--- src/vrd_pkg.sv ---
// Shared types and constants for the voltammetry record deframer.
// Used by vrd_parse and voltammetry_record_deframer_core; no dependencies.
`default_nettype none
package vrd_pkg;

  localparam int unsigned NAME_BYTES   = 15;
  localparam int unsigned HEADER_BYTES = 13;
  localparam int unsigned HDR_IDX_W    = 4;
  localparam int unsigned SMP_CNT_W    = 18;

  // Header byte positions
  localparam int unsigned HDR_FREQ   = 0;
  localparam int unsigned HDR_START  = 2;
  localparam int unsigned HDR_STOP   = 4;
  localparam int unsigned HDR_HEIGHT = 6;
  localparam int unsigned HDR_INCR   = 8;
  localparam int unsigned HDR_RANGE  = 10;
  localparam int unsigned HDR_COUNT  = 11;

  localparam logic [7:0] TYPE_SWV = 8'd0;

  typedef enum logic [1:0] {
    PH_TYPE  = 2'd0,
    PH_NAME  = 2'd1,
    PH_BODY  = 2'd2,
    PH_CLOSE = 2'd3
  } phase_t;

  typedef enum logic [1:0] {
    EV_HEADER  = 2'd0,
    EV_PAIR    = 2'd1,
    EV_END     = 2'd2,
    EV_BADTYPE = 2'd3
  } event_t;

  typedef struct packed {
    event_t      event_res;
    logic [15:0] frequency;
    logic [15:0] start_level;
    logic [15:0] stop_level;
    logic [15:0] pulse_height;
    logic [15:0] step_increment;
    logic [7:0]  current_range;
    logic [15:0] sample_count;
    logic [15:0] pair_index;
    logic [15:0] forward_current;
    logic [15:0] reverse_current;
    logic [7:0]  closing_byte;
  } res_t;

endpackage
`default_nettype wire

--- src/vrd_parse.sv ---
// Record parser: phase machine, header store and sample pairing.
// Depends on vrd_pkg.
`default_nettype none
module vrd_parse (
  input  wire logic         clk,
  input  wire logic         rst_n,
  input  wire logic         step,
  input  wire logic [7:0]   byte_i,
  output logic              res_valid,
  output vrd_pkg::res_t     res
);
  import vrd_pkg::*;

  phase_t                 phase_r, phase_nxt;
  logic [3:0]             name_cnt_r, name_cnt_nxt;
  logic [HDR_IDX_W-1:0]   hdr_cnt_r, hdr_cnt_nxt;
  logic [7:0]             hdr_r [HEADER_BYTES];
  logic [SMP_CNT_W-1:0]   smp_cnt_r, smp_cnt_nxt;
  logic [7:0]             part_r, part_nxt;
  logic [15:0]            fwd_r, fwd_nxt;

  logic [7:0]             hdr_view [HEADER_BYTES];
  logic                   hdr_fill;
  logic                   hdr_last;
  logic [15:0]            cnt_word;
  logic [SMP_CNT_W-1:0]   smp_last;
  logic [3:0]             name_inc;

  assign hdr_fill = (hdr_cnt_r < HDR_IDX_W'(HEADER_BYTES));
  assign hdr_last = (hdr_cnt_r == HDR_IDX_W'(HEADER_BYTES - 1));
  assign name_inc = name_cnt_r + 4'd1;

  // Header as it stands after this byte is stored
  always_comb begin
    for (int i = 0; i < HEADER_BYTES; i++) begin
      hdr_view[i] = (phase_r == PH_BODY && hdr_cnt_r == HDR_IDX_W'(i)) ? byte_i : hdr_r[i];
    end
  end

  assign cnt_word = {hdr_view[HDR_COUNT], hdr_view[HDR_COUNT+1]};
  assign smp_last = {cnt_word, 2'b00} - SMP_CNT_W'(1);

  // Next state
  always_comb begin
    phase_nxt    = phase_r;
    name_cnt_nxt = name_cnt_r;
    hdr_cnt_nxt  = hdr_cnt_r;
    smp_cnt_nxt  = smp_cnt_r;
    part_nxt     = part_r;
    fwd_nxt      = fwd_r;
    if (step) begin
      unique case (phase_r)
        PH_TYPE: begin
          if (byte_i == TYPE_SWV) begin
            name_cnt_nxt = '0;
            hdr_cnt_nxt  = '0;
            smp_cnt_nxt  = '0;
            part_nxt     = '0;
            fwd_nxt      = '0;
            phase_nxt    = PH_NAME;
          end
        end
        PH_NAME: begin
          if (name_inc >= 4'(NAME_BYTES)) begin
            name_cnt_nxt = '0;
            hdr_cnt_nxt  = '0;
            smp_cnt_nxt  = '0;
            phase_nxt    = PH_BODY;
          end else begin
            name_cnt_nxt = name_inc;
          end
        end
        PH_BODY: begin
          if (hdr_fill) begin
            hdr_cnt_nxt = hdr_cnt_r + HDR_IDX_W'(1);
            if (hdr_last) begin
              smp_cnt_nxt = '0;
              // empty record: nothing but the closing byte follows
              if (cnt_word == 16'd0) phase_nxt = PH_CLOSE;
            end
          end else begin
            case (smp_cnt_r[1:0])
              2'd0, 2'd2: part_nxt = byte_i;
              2'd1:       fwd_nxt  = {part_r, byte_i};
              default:    ;
            endcase
            if (smp_cnt_r >= smp_last) phase_nxt = PH_CLOSE;
            smp_cnt_nxt = smp_cnt_r + SMP_CNT_W'(1);
          end
        end
        PH_CLOSE: phase_nxt = PH_TYPE;
        default:  phase_nxt = PH_TYPE;
      endcase
    end
  end

  // Result
  always_comb begin
    res_valid = 1'b0;
    res       = '0;
    unique case (phase_r)
      PH_TYPE: begin
        if (byte_i != TYPE_SWV) begin
          res_valid        = 1'b1;
          res.event_res    = EV_BADTYPE;
          res.closing_byte = byte_i;
        end
      end
      PH_BODY: begin
        res.frequency      = {hdr_view[HDR_FREQ],   hdr_view[HDR_FREQ+1]};
        res.start_level    = {hdr_view[HDR_START],  hdr_view[HDR_START+1]};
        res.stop_level     = {hdr_view[HDR_STOP],   hdr_view[HDR_STOP+1]};
        res.pulse_height   = {hdr_view[HDR_HEIGHT], hdr_view[HDR_HEIGHT+1]};
        res.step_increment = {hdr_view[HDR_INCR],   hdr_view[HDR_INCR+1]};
        res.current_range  = hdr_view[HDR_RANGE];
        res.sample_count   = cnt_word;
        if (hdr_fill) begin
          res_valid     = hdr_last;
          res.event_res = EV_HEADER;
        end else begin
          res_valid           = (smp_cnt_r[1:0] == 2'd3);
          res.event_res       = EV_PAIR;
          res.pair_index      = smp_cnt_r[SMP_CNT_W-1:2];
          res.forward_current = fwd_r;
          res.reverse_current = {part_r, byte_i};
        end
        if (!res_valid) res = '0;
      end
      PH_CLOSE: begin
        res_valid        = 1'b1;
        res.event_res    = EV_END;
        res.closing_byte = byte_i;
      end
      default: ;
    endcase
  end

  always_ff @(posedge clk) begin
    if (!rst_n) begin
      phase_r    <= PH_TYPE;
      name_cnt_r <= '0;
      hdr_cnt_r  <= '0;
      smp_cnt_r  <= '0;
      part_r     <= '0;
      fwd_r      <= '0;
    end else begin
      phase_r    <= phase_nxt;
      name_cnt_r <= name_cnt_nxt;
      hdr_cnt_r  <= hdr_cnt_nxt;
      smp_cnt_r  <= smp_cnt_nxt;
      part_r     <= part_nxt;
      fwd_r      <= fwd_nxt;
    end
  end

  always_ff @(posedge clk) begin
    if (step && phase_r == PH_BODY && hdr_fill) begin
      hdr_r[hdr_cnt_r] <= byte_i;
    end
  end

  a_bad_type: assert property (@(posedge clk) disable iff (!rst_n)
    (phase_r == PH_TYPE && byte_i != TYPE_SWV) |-> (res_valid && res.event_res == EV_BADTYPE))
    else $error("bad type byte not reported");

  a_name_clean: assert property (@(posedge clk) disable iff (!rst_n)
    (phase_r == PH_NAME) |-> (hdr_cnt_r == '0 && smp_cnt_r == '0))
    else $error("counters not cleared during name");

  a_close_ret: assert property (@(posedge clk) disable iff (!rst_n)
    (step && phase_r == PH_CLOSE) |=> (phase_r == PH_TYPE))
    else $error("closing byte did not return to type wait");

endmodule
`default_nettype wire

--- src/voltammetry_record_deframer_core.sv ---
// Voltammetry record deframer, top level: input register, parser, result register.
// Depends on vrd_pkg and vrd_parse.
`default_nettype none
// Takes one record byte per cycle with no gaps of its own; each byte passes an
// input register and one parse step into the result register that drives the
// outputs, and waits in the input register while a result is stalled.
// Bytes that complete the header, a sample pair, the closing byte or a rejected
// type byte give one result; all others give none.
// The result register lets the next request in while a result waits, so input
// stalls only when a byte is held behind a stalled result.
module voltammetry_record_deframer_core (
  input  wire logic        clk,
  input  wire logic        rst_n,
  input  wire logic        in_valid,
  output logic             in_stall,
  input  wire logic [7:0]  in_byte_in,
  output logic             out_valid,
  input  wire logic        out_stall,
  output logic [1:0]       out_event_res,
  output logic [15:0]      out_frequency,
  output logic [15:0]      out_start_level,
  output logic [15:0]      out_stop_level,
  output logic [15:0]      out_pulse_height,
  output logic [15:0]      out_step_increment,
  output logic [7:0]       out_current_range,
  output logic [15:0]      out_sample_count,
  output logic [15:0]      out_pair_index,
  output logic [15:0]      out_forward_current,
  output logic [15:0]      out_reverse_current,
  output logic [7:0]       out_closing_byte
);
  import vrd_pkg::*;

  logic       s1_valid_r;
  logic [7:0] s1_byte_r;
  logic       out_valid_r;
  res_t       out_res_r;
  logic       adv;
  logic       in_take;
  logic       res_valid;
  res_t       res;

  // Advance the held byte when the result slot is free or draining
  assign adv      = s1_valid_r && (!out_valid_r || !out_stall);
  assign in_stall = s1_valid_r && !adv;
  assign in_take  = in_valid && !in_stall;

  vrd_parse u_parse (
    .clk       (clk),
    .rst_n     (rst_n),
    .step      (adv),
    .byte_i    (s1_byte_r),
    .res_valid (res_valid),
    .res       (res)
  );

  always_ff @(posedge clk) begin
    if (!rst_n) begin
      s1_valid_r  <= 1'b0;
      out_valid_r <= 1'b0;
    end else begin
      if (in_take)  s1_valid_r <= 1'b1;
      else if (adv) s1_valid_r <= 1'b0;
      if (adv)                          out_valid_r <= res_valid;
      else if (out_valid_r && !out_stall) out_valid_r <= 1'b0;
    end
  end

  always_ff @(posedge clk) begin
    if (in_take)          s1_byte_r <= in_byte_in;
    if (adv && res_valid) out_res_r <= res;
  end

  assign out_valid           = out_valid_r;
  assign out_event_res       = out_res_r.event_res;
  assign out_frequency       = out_res_r.frequency;
  assign out_start_level     = out_res_r.start_level;
  assign out_stop_level      = out_res_r.stop_level;
  assign out_pulse_height    = out_res_r.pulse_height;
  assign out_step_increment  = out_res_r.step_increment;
  assign out_current_range   = out_res_r.current_range;
  assign out_sample_count    = out_res_r.sample_count;
  assign out_pair_index      = out_res_r.pair_index;
  assign out_forward_current = out_res_r.forward_current;
  assign out_reverse_current = out_res_r.reverse_current;
  assign out_closing_byte    = out_res_r.closing_byte;

  a_hold_byte: assert property (@(posedge clk) disable iff (!rst_n)
    (s1_valid_r && !adv) |=> (s1_valid_r && $stable(s1_byte_r)))
    else $error("held request lost");

  a_no_overwrite: assert property (@(posedge clk) disable iff (!rst_n)
    (out_valid_r && out_stall) |-> !adv)
    else $error("parse step while result stalled");

  a_take_free: assert property (@(posedge clk) disable iff (!rst_n)
    (!s1_valid_r) |-> !in_stall)
    else $error("stall with empty input register");

endmodule
`default_nettype wire
--- config.mk ---
export PLATFORM = sky130hd
export DESIGN_NAME = voltammetry_record_deframer_core
export DESIGN_NICKNAME = d
export VERILOG_FILES = /design/src/vrd_pkg.sv /design/src/vrd_parse.sv /design/src/voltammetry_record_deframer_core.sv
export SDC_FILE = /design/constraint.sdc
export NUM_CORES = 1
export LEC_CHECK = 0
export ABC_AREA = 1
export BUFFER_PORTS_ARGS = -buffer_cell sky130_fd_sc_hd__buf_4
export CELL_PAD_IN_SITES_DETAIL_PLACEMENT = 1
export CELL_PAD_IN_SITES_GLOBAL_PLACEMENT = 1
export CORE_MARGIN = 5
export CORE_UTILIZATION = 49
export DETAILED_ROUTE_END_ITERATION = 10
export GPL_TIMING_DRIVEN = 0
export PLACE_DENSITY = 0.87
export SLEW_MARGIN = 30
export SYNTH_ARGS = -nofsm -noshare
export SYNTH_HDL_FRONTEND = slang
export SYNTH_SLANG_ARGS = --single-unit
--- constraint.sdc ---
create_clock -name clk -period 10.85 [get_ports clk]
set_clock_uncertainty 0.1 [all_clocks]
set_input_delay 1.085 -clock clk [delete_from_list [all_inputs] [get_ports clk]]
set_output_delay 1.085 -clock clk [all_outputs]
set_load 0.05 [all_outputs]
After elaboration in Yosys (flattened, before gate mapping)
Memories as Yosys holds them, arrays and structs flattened.
Cells that the tools add are included.
Storage, ports and cells
  register bits after elaboration: 224
  RAM bits: 104
  bits of input ports: 12
  output and inout bits: 164
  logic and storage cells: 159
  memories: 1
Cells by class
  add/subtract/negate cells: 4
  magnitude comparators: 3
  equal/unequal tests: 27
  muxes and demuxes: 56
  bitwise operators: 2
  reductions and logical operators: 45
Memory list
  u_parse.hdr_r: words 13, bits a word 8, rd ports 13, clocked after memory_dff 0, write ports 1, RTL line vrd_parse.sv:17  | logic [7:0] hdr_r [HEADER_BYTES];
Operator list (count)
  $mux 162: 1
  $mux 8: 17
  $mux 18: 4
  $pmux 18 s3: 1
  $mux 16: 3
  $mux 48: 1
  $pmux 16 s2: 1
  $pmux 8 s3: 1
  $eq 4x4->1 const B: 5
  $logic_and 1x1->1: 20
  $reduce_and 5->1: 4
  $add 18x1->18 const B: 1
  $ge 18x18->1: 1
  $sub 18x1->18 const B: 1
  $eq 4x3->1 const B: 4
  $logic_not 16->1: 1
  $mux 4: 4
  $pmux 8 s2: 1
  $mux 2: 7
  $pmux 4 s3: 1
  $mux 1: 10
  $add 4x1->4 const B: 2
  $eq 2x2->1 const B: 4
  $eq 4x2->1 const B: 2
  other kinds (26): 40

Depth between registers and ports, before layout
  depth in word-level cells: 8
  mapped depth: 25
  gate-level depth less buffers: 24

Cells and area by module
A second synthesis with hierarchy kept.
Second synthesis, totals
  cell total of the unflattened synthesis: 1338
  area, all modules: 14241.2 um2
Modules (own cells, without submodules)
  vrd_parse: instances 1, cells each 1152, area each 9027.4 um2, seq. area each 4164.0 um2
  voltammetry_record_deframer_core: instances 1, cells each 186, area each 5213.8 um2, seq. area each 5144.9 um2

Least setup slack after synthesis
Ideal clock, no wire load.
  kind: in2reg
  start: input out_stall
  end: register out_res_r (netlist bit out_closing_byte[0]) (enable)
  setup time: 0.514 ns
  arrival time: 4.641 ns
  data required time: 10.236 ns
  slack: 5.594 ns
  stages: 5
  path buffers: 0
  cells stage by stage: nand2_1 > inv_1 > nor2_1 > nand3_1 > inv_1
Between the ends
  longest elaborated chain between the ends: 4
Ends and longest elaborated chain
  from (decl): RTL line voltammetry_record_deframer_core.sv:18  | input wire logic out_stall,
  $logic_not 1->1: RTL line voltammetry_record_deframer_core.sv:44  | assign adv = s1_valid_r && (!out_valid_r || !out_stall);
  $logic_or 1x1->1: RTL line voltammetry_record_deframer_core.sv:44
  $logic_and 1x1->1: RTL line voltammetry_record_deframer_core.sv:44
  $logic_and 1x1->1: RTL line voltammetry_record_deframer_core.sv:71  | if (adv && res_valid) out_res_r <= res;
  to (signal assigned): RTL line voltammetry_record_deframer_core.sv:71
  to (decl): RTL line voltammetry_record_deframer_core.sv:37  | res_t out_res_r;
Every way passes these cells.
A chain may end at the register's enable or synchronous reset.

Worst setup path in the final report
  start: register u_parse.hdr_cnt_r[0]
  end: register u_parse.phase_r[1]
Between the ends
  longest elaborated chain between the ends: 7
  elaborated cells on any way between the ends: 16
  classes of those cells: add/sub (1); order compare (2); eq/ne (5); mux (4); reduce/logical (4)
Ends and longest elaborated chain
  from (decl): RTL line vrd_parse.sv:16  | logic [HDR_IDX_W-1:0] hdr_cnt_r, hdr_cnt_nxt;
  from (signal assigned): RTL line vrd_parse.sv:149  | hdr_cnt_r <= hdr_cnt_nxt;
  $eq 4x4->1, on equally long branches: RTL line vrd_parse.sv:30, vrd_parse.sv:36
  $logic_and 1x1->1: RTL line vrd_parse.sv:36  | hdr_view[i] = (phase_r == PH_BODY && hdr_cnt_r == HDR_IDX_W'(i)) ? byte_i : hdr_r[i];
  $mux 8: RTL line vrd_parse.sv:36
  $sub 18x1->18: RTL line vrd_parse.sv:41  | assign smp_last = {cnt_word, 2'b00} - SMP_CNT_W'(1);
  $ge 18x18->1: RTL line vrd_parse.sv:87  | if (smp_cnt_r >= smp_last) phase_nxt = PH_CLOSE;
  $ne 3x2->1 (no source line)
  $reduce_and 6->1 (no source line)
  to (signal assigned): RTL line vrd_parse.sv:147  | phase_r <= phase_nxt;
  to (decl): RTL line vrd_parse.sv:14  | phase_t phase_r, phase_nxt;
Several ways; a longest one is shown, not always the timed one.

==> results.py <==
metrics = {
    "route": {
        "wl_met1_microns": 16700,
        "wl_per_cell_microns": 21.8,
        "viasPerCell": 5.50,
        "drc": 0,
        "first_iter_violations": 845,
        "wl_met2_microns": 21500,
        "vias": 10668,
        "postRouteAntennaNets": 0,
        "route.met3.wl_microns": 2960,
        "route.top_layer_used": "met4",
        "dr.pass1.iters": 5,
        "totalWireLength_microns": 42200,
    },
    "clock_network": {
        "numClockSinks": 328,
        "cts_root_buffer": "clkbuf_16",
        "postCtsResizedCells": 0,
        "numCtsBuffers": 35,
        "cts_setup_buffers": 0,
        "cts_tree": "yes",
        "htree_levels": 2,
        "cts.clk_slew.worst_paths_ns": 0.06,
        "holdBufCountCts": 0,
        "clk_latency_ns": 0.52,
        "cts_buffer_depth": 3,
    },
    "yosys": {
        "synthArstFlopShare_pct": 0,
        "synth_seq_area_share_pct": 65.5,
        "ys_warn_count": 0,
        "synth.distinct_cells": 41,
        "synth-main-ff-cell": "edfxtp_1",
        "synth_nets": 1363,
        "ys_seq_elements": 328,
        "netlist_area_sq_um": 14200,
        "synthCells": 1317,
        "syn_avg_cell_area_sq_um": 10.8,
        "synth_edf_count": 274,
    },
    "setup_path": {
        "worstPathRequired_ns": 11.16,
        "worstSetupPathType": "reg -> reg",
        "rr_worst_depth": 23,
        "r2r_start": "u_parse.hdr_cnt_r[0]",
        "worst_setup_path_start_kind": "flip-flop",
        "crit_path_end_kind": "flip-flop",
        "r2r-end": "u_parse.phase_r[1]",
        "cp_max_fo": 6,
        "rrSetupSlack_ns": 6.78,
        "crit_arrival_ns": 4.38,
    },
    "min_path": {
        "hold_path_depth": 2,
        "hp-start": "u_parse.fwd_r[2]",
        "holdPathEnd": "u_parse.fwd_r[2]",
        "hold_path_class": "reg -> reg",
    },
    "outcome": {
        "status": "completed",
    },
    "timing": {
        "final-setup-viol-count": 0,
        "tns_ns": 0,
        "min_period_ns": 4.07,
        "hold_violations": 0,
        "tightest_slew_ns": 0.986,
        "holdWs_ns": 0.357,
        "period_share_pct": 37.5,
        "rsz0062_at_grt": "false",
        "timing.fmax_mhz": 246,
        "maxSlewViolCount": 0,
        "maxSlewHeadroom_pct": 34.3,
    },
    "pwr": {
        "vdd_drop_max_mv": 0.122,
        "p_leak_nw": 6.50,
        "total_power_mw": 2.78,
        "powerDensity_nw_per_um2": 162,
    },
    "placement": {
        "io_buffers": 174,
        "gp_congestion": 0.861,
        "place_hpwl_microns": 29000,
        "post_dp_cell_area_sq_um": 16000,
    },
    "die": {
        "fp-row-count": 62,
        "die-area_sq_um": 32500,
        "initial_core_util_pct": 49.6,
        "io_pins": 176,
        "die_height_microns": 180,
        "die_x_microns": 180,
        "core_area_sq_um": 28600,
    },
    "final_layout": {
        "drive_above_1_share_pct": 21.3,
        "num-nets-final": 1576,
        "final_common_cell": "nand2_1",
        "antenna_cells": 0,
        "final_area_sq_um": 17200,
        "fin_util_pct": 60.0,
        "area_growth_pct": 21.0,
        "layout_common_cells": "nand2_1, edfxtp_1, buf_4, a21oi_1",
    },
    "global_route": {
        "antenna_found_initial": 0,
        "grt_usage_pct": 25.4,
        "grt_pass1_vias": 11420,
        "grt_overflow": 0,
        "grt_first_pass_wirelength_microns": 64800,
        "grt_start_max_net_pins": 87,
    },
    "run": {
        "drv_cap": 0,
    },
}
[critical path, stage by stage (launching register included)]
cell and delay [ns]:
dfxtp_1 0.35, inv_1 0.15, ha_1 0.37, nand3_2 0.21, nor2_4 0.20, o21ai_1 0.18, inv_1 0.14, ha_1 0.16
inv_1 0.08, nor3_4 0.25, nand2_2 0.12, nor3_2 0.14, xor2_1 0.16, inv_1 0.07, ha_1 0.27, nand2_1 0.05
inv_1 0.06, nand3_1 0.09, nor2_1 0.15, nand2_1 0.09, a21oi_1 0.32, nand3_1 0.13, nand2_1 0.09, nor2_1 0.05
[metal layers]
layer | vias up | global-route usage [%]
li1 | 4849 | -
met1 | 5302 | 31.8
met2 | 438 | 44.9
met3 | 79 | 5.05
met4 | 0 | 7.44
met5 | - | 0
[registers in the layout (all words and copies together) (netlist names), 4 cells and up]
signal and flops:
u_parse.hdr_cnt_r 4, u_parse.smp_cnt_r 18, out_reverse_current 16, out_start_level 16
out_current_range 8, u_parse.name_cnt_r 4, out_sample_count 16, u_parse.part_r 8
out_stop_level 16, u_parse.fwd_r 16, out_frequency 16, out_closing_byte 8
u_parse.hdr_r 104, out_step_increment 16, out_pair_index 16, out_pulse_height 16
s1_byte_r 8, out_forward_current 16
[where the power goes]
part | total (mW) | switching (mW) | leakage (nW) | internal [mW]
clock | 1.19 | 0.485 | 0.557 | 0.700
combinational | 0.180 | 0.140 | 2.98 | 0.0395
sequential | 1.41 | 0.0216 | 2.96 | 1.39
[kinds of logic (layout without fill, tap and decap cells)]
family	Yosys count	count (layout)	share of synthesized area (%)
compound gates	185	185	7.06
simple gates	568	568	17.8
buf+inv	183	423	5.47
fa+ha+maj	34	34	3.00
flops	328	328	65.5
xor+xnor	19	19	1.17
[cells in the mapped netlist, drive strengths merged, types with 15 or more instances]
cell    count  area, sq um
nand2     335         1290
edfxtp    274         8230
nor2      143          654
a21oi     142          763
inv       134          505
dfxtp      54         1080
nand3      46          240
o21ai      37          189
ha         34          425
buf        32          208
nor3       20          121
xor2       17          149
clkbuf     16         60.1
nand4      15          136
[stage by stage]
stage | std cells | setup slack [ns]
floorplan | 1317 | 5.59
global placement | 1875 | 3.85
detailed placement | 1876 | 6.84
CTS | 1940 | 6.78
global route | 1941 | 6.54
finish | 1941 | 6.78
[how the worst max path moves through the flow]
stage / start / to / slack, ns / cells past startpoint
final: u_parse.hdr_cnt_r[0] / u_parse.phase_r[1] / 6.78 / 23
after global routing: u_parse.hdr_cnt_r[0] / u_parse.phase_r[1] / 6.54 / 23
after CTS: u_parse.hdr_cnt_r[0] / u_parse.phase_r[1] / 6.78 / 23
after detailed placement: u_parse.hdr_cnt_r[0] / u_parse.phase_r[0] / 6.84 / 23
after global placement: s1_byte_r[4] / out_start_level[10] / 3.85 / 9
after floorplan: out_stall / out_closing_byte[0] / 5.59 / 5
[area by class of cell]
type,count,area [sq um]
well taps,384,480
clock buffers,54,1020
multi-input cells,806,4120
inverters,135,517
repair buffers,176,1350
plain buffers,48,268
fillers,3075,11400
clock inverters,10,114
flip-flops and latches,328,9310
(Power assumes the default switching activity.)
